--- src/hdl/vfcm_pkg.sv ---
// ----------------------------------------------------------------------------
// vfcm_pkg
// shared types, codes and tables of the voxel face culling mesher
// ----------------------------------------------------------------------------
`default_nettype none

package vfcm_pkg;

   localparam int GRID_XY_DEFAULT = 16;
   localparam int GRID_Z_DEFAULT  = 64;

   localparam logic [10:0] VOXEL_SIZE_RESET = 11'd100;

   // request kinds
   localparam logic [1:0] KIND_WRITE = 2'd0;
   localparam logic [1:0] KIND_MESH  = 2'd1;
   localparam logic [1:0] KIND_CLEAR = 2'd2;

   localparam logic [2:0] LAST_FACE  = 3'd5;
   localparam logic [2:0] LAST_STEP  = 3'd6;

   typedef enum logic [2:0] {
      ST_CLEAR,
      ST_IDLE,
      ST_READ,
      ST_WAIT,
      ST_CHECK,
      ST_EMIT
   } vfcm_state_type;

   // controller to datapath
   typedef struct packed {
      logic       clr_step;
      logic       capture;
      logic       mem_write;
      logic       cnt_clear;
      logic       rd_issue;
      logic [2:0] rd_step;
      logic       emit;
      logic [2:0] face;
      logic [1:0] corner;
      logic       last;
   } vfcm_cmd_type;

   // datapath to controller
   typedef struct packed {
      logic       clr_last;
      logic       req_valid;
      logic [1:0] req_kind;
      logic       req_in_grid;
      logic       self_solid;
      logic [5:0] exposed;
      logic       out_free;
   } vfcm_status_type;

   // corner sign bits per face and corner: bit0 +x, bit1 +y, bit2 +z
   function automatic logic [2:0] corner_signs(input logic [2:0] face,
                                               input logic [1:0] corner);
      logic [11:0] row;
      unique case (face)
         3'd0:    row = {3'd7, 3'd5, 3'd4, 3'd6};
         3'd1:    row = {3'd3, 3'd2, 3'd0, 3'd1};
         3'd2:    row = {3'd6, 3'd2, 3'd3, 3'd7};
         3'd3:    row = {3'd5, 3'd1, 3'd0, 3'd4};
         3'd4:    row = {3'd7, 3'd3, 3'd1, 3'd5};
         3'd5:    row = {3'd4, 3'd0, 3'd2, 3'd6};
         default: row = 12'd0;
      endcase
      return row[corner*3 +: 3];
   endfunction

endpackage

`default_nettype wire

--- src/hdl/vfcm_ctrl.sv ---
// ----------------------------------------------------------------------------
// vfcm_ctrl
// sequencer: clear sweep, neighbor reads and vertex emission
// ----------------------------------------------------------------------------
`default_nettype none

module vfcm_ctrl (
   input  wire logic                      clock,
   input  wire logic                      reset,
   input  wire vfcm_pkg::vfcm_status_type status,
   output vfcm_pkg::vfcm_cmd_type         cmd,
   output logic                           req_ready
);
   import vfcm_pkg::*;

   vfcm_state_type state_ff, state_in;
   logic [2:0]     step_ff, step_in;
   logic [2:0]     face_ff, face_in;
   logic [1:0]     corner_ff, corner_in;
   logic           accept;
   logic           face_on;
   logic           no_more;

   assign accept  = status.req_valid && req_ready;
   assign face_on = status.exposed[face_ff];
   assign no_more = (status.exposed >> (face_ff + 3'd1)) == 6'd0;

   always_ff @(posedge clock) begin
      if (reset) begin
         state_ff  <= ST_CLEAR;
         step_ff   <= 3'd0;
         face_ff   <= 3'd0;
         corner_ff <= 2'd0;
      end else begin
         state_ff  <= state_in;
         step_ff   <= step_in;
         face_ff   <= face_in;
         corner_ff <= corner_in;
      end
   end

   // next state
   always_comb begin
      state_in  = state_ff;
      step_in   = step_ff;
      face_in   = face_ff;
      corner_in = corner_ff;
      unique case (state_ff)
         ST_CLEAR: begin
            if (status.clr_last) state_in = ST_IDLE;
         end
         ST_IDLE: begin
            step_in = 3'd0;
            if (accept && status.req_kind == KIND_MESH && status.req_in_grid) begin
               state_in = ST_READ;
            end
         end
         ST_READ: begin
            step_in = step_ff + 3'd1;
            if (step_ff == LAST_STEP) state_in = ST_WAIT;
         end
         ST_WAIT: state_in = ST_CHECK;
         ST_CHECK: begin
            face_in   = 3'd0;
            corner_in = 2'd0;
            if (!status.self_solid || status.exposed == 6'd0) state_in = ST_IDLE;
            else state_in = ST_EMIT;
         end
         ST_EMIT: begin
            if (!face_on) begin
               face_in = face_ff + 3'd1;
            end else if (status.out_free) begin
               corner_in = corner_ff + 2'd1;
               if (corner_ff == 2'd3) begin
                  face_in = face_ff + 3'd1;
                  if (no_more) state_in = ST_IDLE;
               end
            end
         end
         default: state_in = ST_IDLE;
      endcase
   end

   // outputs
   always_comb begin
      cmd       = '0;
      req_ready = 1'b0;
      cmd.rd_step = step_ff;
      cmd.face    = face_ff;
      cmd.corner  = corner_ff;
      cmd.last    = (corner_ff == 2'd3) && no_more;
      unique case (state_ff)
         ST_CLEAR: cmd.clr_step = 1'b1;
         ST_IDLE: begin
            req_ready   = 1'b1;
            cmd.capture = accept;
            cmd.mem_write = accept && status.req_kind == KIND_WRITE && status.req_in_grid;
            cmd.cnt_clear = accept && status.req_kind == KIND_CLEAR;
         end
         ST_READ:  cmd.rd_issue = 1'b1;
         ST_WAIT:  ;
         ST_CHECK: ;
         ST_EMIT:  cmd.emit = face_on && status.out_free;
         default:  ;
      endcase
   end

endmodule

`default_nettype wire

--- config.mk ---
export PLATFORM = sky130hd
export DESIGN_NAME = vfcm_ctrl
export DESIGN_NICKNAME = d
export VERILOG_FILES = /design/src/hdl/vfcm_pkg.sv /design/src/hdl/vfcm_ctrl.sv
export SDC_FILE = /design/constraint.sdc
export NUM_CORES = 1
export LEC_CHECK = 0
export BUFFER_PORTS_ARGS = -buffer_cell sky130_fd_sc_hd__buf_4
export CORE_UTILIZATION = 50
export CTS_BUF_LIST = sky130_fd_sc_hd__clkbuf_4
export CTS_CLUSTER_SIZE = 16
export DETAILED_ROUTE_END_ITERATION = 16
export GPL_TIMING_DRIVEN = 0
export HOLD_SLACK_MARGIN = 0.03
export PLACE_DENSITY = 0.83
export SYNTH_ARGS = -nofsm -noshare
export SYNTH_HDL_FRONTEND = slang
export SYNTH_SLANG_ARGS = --single-unit
--- constraint.sdc ---
create_clock -name clock -period 1.9 [get_ports clock]
set_input_delay 0.19 -clock clock [delete_from_list [all_inputs] [get_ports clock]]
set_output_delay 0.19 -clock clock [all_outputs]
set_load 0.01 [all_outputs]
Word-level counts from Yosys, hierarchy flattened

Index checks and enable logic that the tools add are counted.

Add/subtract/negate cells: 3
Eq/ne operators: 18
Reductions and logical operators: 19
Multiplexer cells: 24
$lt $le $gt $ge: 1
Shift operators: 1

Operators by type and width:

| cell                                                                         | count |
|---|---|
| 3-bit 2-to-1 mux                                                             | 12 |
| 3-bit one-hot mux with 6 select lines                                        | 1 |
| 2-bit != test, second input constant                                         | 7 |
| 6-bit zero test                                                              | 2 |
| 3-bit one-hot mux with 2 select lines                                        | 2 |
| 3-bit equality test, second input constant                                   | 3 |
| 1-bit logical AND                                                            | 8 |
| 7-bit AND reduction                                                          | 1 |
| 3-bit by 1-bit adder with 3-bit output, second input constant                | 2 |
| 3-bit by 2-bit equality test with 1-bit output, second input constant        | 2 |
| 3-bit != test, second input constant                                         | 2 |
| 3-bit AND reduction                                                          | 2 |
| 6-bit by 3-bit >> shifter with 6-bit output                                  | 1 |
| 1-bit 2-to-1 mux                                                             | 5 |
| 2-bit equality test, second input constant                                   | 2 |
| 3-bit by 4-bit less-than comparator with 1-bit output, second input constant | 1 |
| 2-bit 2-to-1 mux                                                             | 2 |
| 2-bit one-hot mux with 2 select lines                                        | 1 |
| 2-bit nonzero test                                                           | 2 |
| 1-bit binary-select mux with 3-bit select                                    | 1 |
| 3-bit by 1-bit equality test with 1-bit output, second input constant        | 1 |
| 3-bit zero test                                                              | 1 |
| 2-bit by 1-bit adder with 2-bit output, second input constant                | 1 |
| 2-bit by 1-bit equality test with 1-bit output, second input constant        | 1 |
| 3 further kinds                                                              | 3 |

Input bits: 15
Logic and storage cells: 70
Bits in registers: 11

Longest topological paths before layout

Depth after elaboration: 8
Gate-level depth with buffers: 7

Worst setup path before layout

OpenSTA, ideal clock, no wires.

Kind: register -> output
Start point: register state_ff[0]
End point: output port cmd[12] (netlist bit)
Path buffers: 0
Setup slack: 0.152 ns
Data arrival time: 1.558 ns
Stages on the path, launching flop included: 5
Cells stage by stage: dfxtp_1 -> nor2b_1 -> nor2b_1 -> nand2_1 -> nor4b_1

RTL lines:

| what                     | line            | text |
|---|---|---|
| start: declaration       | vfcm_ctrl.sv:16 | `vfcm_state_type state_ff, state_in;` |
| start signal: assignment | vfcm_ctrl.sv:35 | `state_ff <= state_in;` |
| end: declaration         | vfcm_ctrl.sv:11 | `output vfcm_pkg::vfcm_cmd_type cmd,` |

==> impl_metrics.py <==
metrics = {
    "run_status": {
        "outcome": "finished clean",
    },
    "timing": {
        "tightest_slew_ns": 0.422,
        "max-slew-margin-rel": 0.711,
        "drv_slew": 0,
        "fin_skew_ns": 0.00696,
        "fin_crit_sh": 0.938,
        "setup_viol": 0,
        "max_freq_mhz": 561,
        "min_period_ns": 1.78,
        "hold_viol_final": 0,
        "setup_slack_ns": 0.117,
        "rsz0062_at_grt": "true",
    },
    "power": {
        "peakVddDrop_mv": 0.431,
        "totalPowerFinal_w": 0.000587,
        "pwr_density_cell_nw_per_um2": 516,
        "leakage_nw": 0.490,
    },
    "die": {
        "die_area_um2": 1840,
        "fp.dieW_um": 42.9,
        "io_pins": 31,
        "die_y_um": 42.9,
        "start_util": 0.543,
        "design.core.area_um2": 1540,
        "std_cell_rows": 14,
    },
    "yosys": {
        "syn_avg_cell_area_um2": 7.75,
        "syn-num-nets": 127,
        "synth_cell_type_count": 36,
        "synth.top_cells.by_area": "dfxtp_1 (26%), nand2_1 (7.2%), ha_1 (6.0%)",
        "yosysWarnings": 0,
        "synthDominantCellAreaShare": 0.263,
        "synth-seq-cells": 11,
        "synth_cells": 108,
        "syn_area_um2": 837,
        "ys_seq_area_frac": 0.263,
        "synth_area_leader_cell": "dfxtp_1",
    },
    "cts": {
        "cts_buffers": 3,
        "postCtsHoldBufs": 0,
        "insertion_delay_ns": 0.27,
        "cts.sinks": 11,
        "clockRootBuffer": "clkbuf_4",
        "htreeDepth": 1,
        "cts_buffer_depth": 2,
        "clkTransAtPathRegs_ns": 0.07,
        "tritoncts": "built",
    },
    "worst_setup_path": {
        "cp.depth": 6,
        "crit_arrival_ns": 1.59,
        "crit_family": "adder cells",
        "path_class": "reg -> out",
        "crit_slowest_cell": "ha_1",
        "r2r.worst_path.cells": 6,
        "slowest_delay_ns": 0.35,
        "required_ns": 1.71,
        "startpoint_type": "flip-flop",
        "crit_path_max_fanout": 4,
        "crit_buf_inv": 1,
        "cp_cell_sequence": "ha_1, nor2b_1, o21ai_0, a31oi_1, nor2_1, buf_4",
        "cp-end-kind": "output pin",
    },
    "finish": {
        "antennaDiodeCount": 0,
        "nets": 162,
        "fill_cells": 124,
        "drive_gt1_frac": 0.345,
        "final_cells": 158,
        "final_cell_area_um2": 1140,
        "area_delta_synth_final_pct": 35.9,
    },
    "place": {
        "dpl_cell_area_um2": 1080,
        "place_hpwl_um": 1630,
        "placed_cells": 154,
        "pre_cts_slack_ns": 0.118,
        "port-buffer-count": 30,
        "gp_congestion": 0.878,
    },
    "route": {
        "route.detailed.drc": 0,
        "wl_met1_um": 925,
        "detail-route-antenna-nets": 0,
        "wl_met3_um": 89,
        "wl_met2_um": 1080,
        "drt-initial-drc-count": 18,
        "post_drt_via_cell_ratio": 5.79,
        "drt-total-wl_um": 2120,
        "top_layer": "met4",
        "vias": 915,
        "dr.pass1.iters": 4,
        "routedWlPerCell_um": 13.4,
    },
    "grt": {
        "grt_antenna_before_repair": 0,
        "grt_pass1_wl_um": 3440,
        "grt_start_max_net_pins": 11,
        "grt_usage": 0.245,
        "grt_pass1_vias": 841,
        "overflow": 0,
    },
    "flow_run": {
        "drv_cap": 0,
    },
    "hold_path": {
        "hold_depth": 2,
        "min_path_type": "in -> reg",
    },
}
## layout by cell type (no fill, tap or decap), types with 2 or more instances in the layout
master,count
clkbuf_4,4
a21oi_1,8
a31oi_1,5
buf_6,2
mux2i_1,3
ha_1,4
nand3_1,5
nor3_1,5
dfxtp_1,9
o21ai_0,2
nor2b_1,4
xor2_1,2
mux2_1,2
buf_4,31
nand2_1,16
nor2_1,10
nand4b_1,2
inv_1,4
## power by group
group	switching [W]	internal, W
Sequential	0.0000112	0.000239
Combinational	0.0000800	0.0000818
Clock	0.0000791	0.0000956
## cells by family (layout without fill, tap and decap cells)
logic type	after synthesis	in the layout	share of synthesized area
and+or+nand+nor	57	57	0.369
AOI/OAI and AO/OA	21	21	0.154
DFF	11	11	0.263
buffers and inverters	8	42	0.0702
muxes	5	5	0.0628
adders and majority gates	4	4	0.0598
xor gates and xnor gates	2	2	0.0209
## per-layer routing
metal | global-route usage | vias to the layer above
li1 | - | 456
met3 | 0.0638 | 4
met4 | 0.0563 | 0
met1 | 0.268 | 431
met2 | 0.461 | 24
met5 | 0 | -
## flip-flops by register name (all words and copies together) (netlist names)
| signal | flops |
|---|---|
| face_ff | 3 |
| state_ff | 3 |
| step_ff | 3 |
| corner_ff | 2 |
## final cells by class
class	instances	area, um2	area share
multi-input combinational	89	578	0.508
buffer	4	43.8	0.0385
inverter	4	15.0	0.0132
tap	16	20.0	0.0176
sequential	11	225	0.198
clock buffer	4	30.0	0.0264
timing repair buffer	30	225	0.198
## final timing paths
kind	startpoint	to	slack, ns
setup / recovery	face_ff[0]$_SDFFE_PP0P_	cmd[0]	0.12
hold / removal	reset	step_ff[2]$_SDFFE_PP0P_	0.10
setup reg to reg	face_ff[0]$_SDFFE_PP0P_	corner_ff[0]$_SDFFE_PP0P_	0.13
hold reg to reg	face_ff[1]$_SDFFE_PP0P_	face_ff[1]$_SDFFE_PP0P_	0.50
## synth_stat cells, drive strengths merged
cell type  count
nand2         16
dfxtp         11
nor2          10
a21oi          8
nand3          6
nor2b          6
a31oi          5
nor3           5
ha             4
inv            4
buf            3
mux2i          3
o21ai          3
mux2           2
nand4b         2
nor4b          2
or2            2
xor2           2
a2111oi        1
a211oi         1
a22oi          1
and2b          1
and3           1
clkbuf         1
nand2b         1
nor3b          1
nor4bb         1
o21bai         1
o22ai          1
or2b           1
or3            1
or4b           1
## worst register-to-register path, delay by kind of cell (launching register included)
kind	cells	cell delay (ns)
buffers and inverters	1	0.16
AO/OA/AOI/OAI	2	0.42
AND/OR/NAND/NOR	2	0.66
multiplexers	1	0.09
flip-flops	1	0.38
## through the flow
| stage | hold slack (ns) | setup TNS [ns] | utilization |
|---|---|---|---|
| CTS | 0.0966 | 0 | 0.727 |
| detailed placement | 0.389 | 0 | 0.702 |
| floorplan | 0.269 | 0 | - |
| global placement | 0.381 | 0 | 0.702 |
| finish | 0.101 | 0 | 0.738 |
| global route | 0.0950 | -0.0395 | 0.738 |
## what timing repair did
action | 4_1_cts | 5_1_grt
gates resized for setup | 3 | 5
buffers inserted | 0 | 0
endpoints found under the setup margin | 2 | 4
No activity file was read; power rests on OpenSTA's default activity.
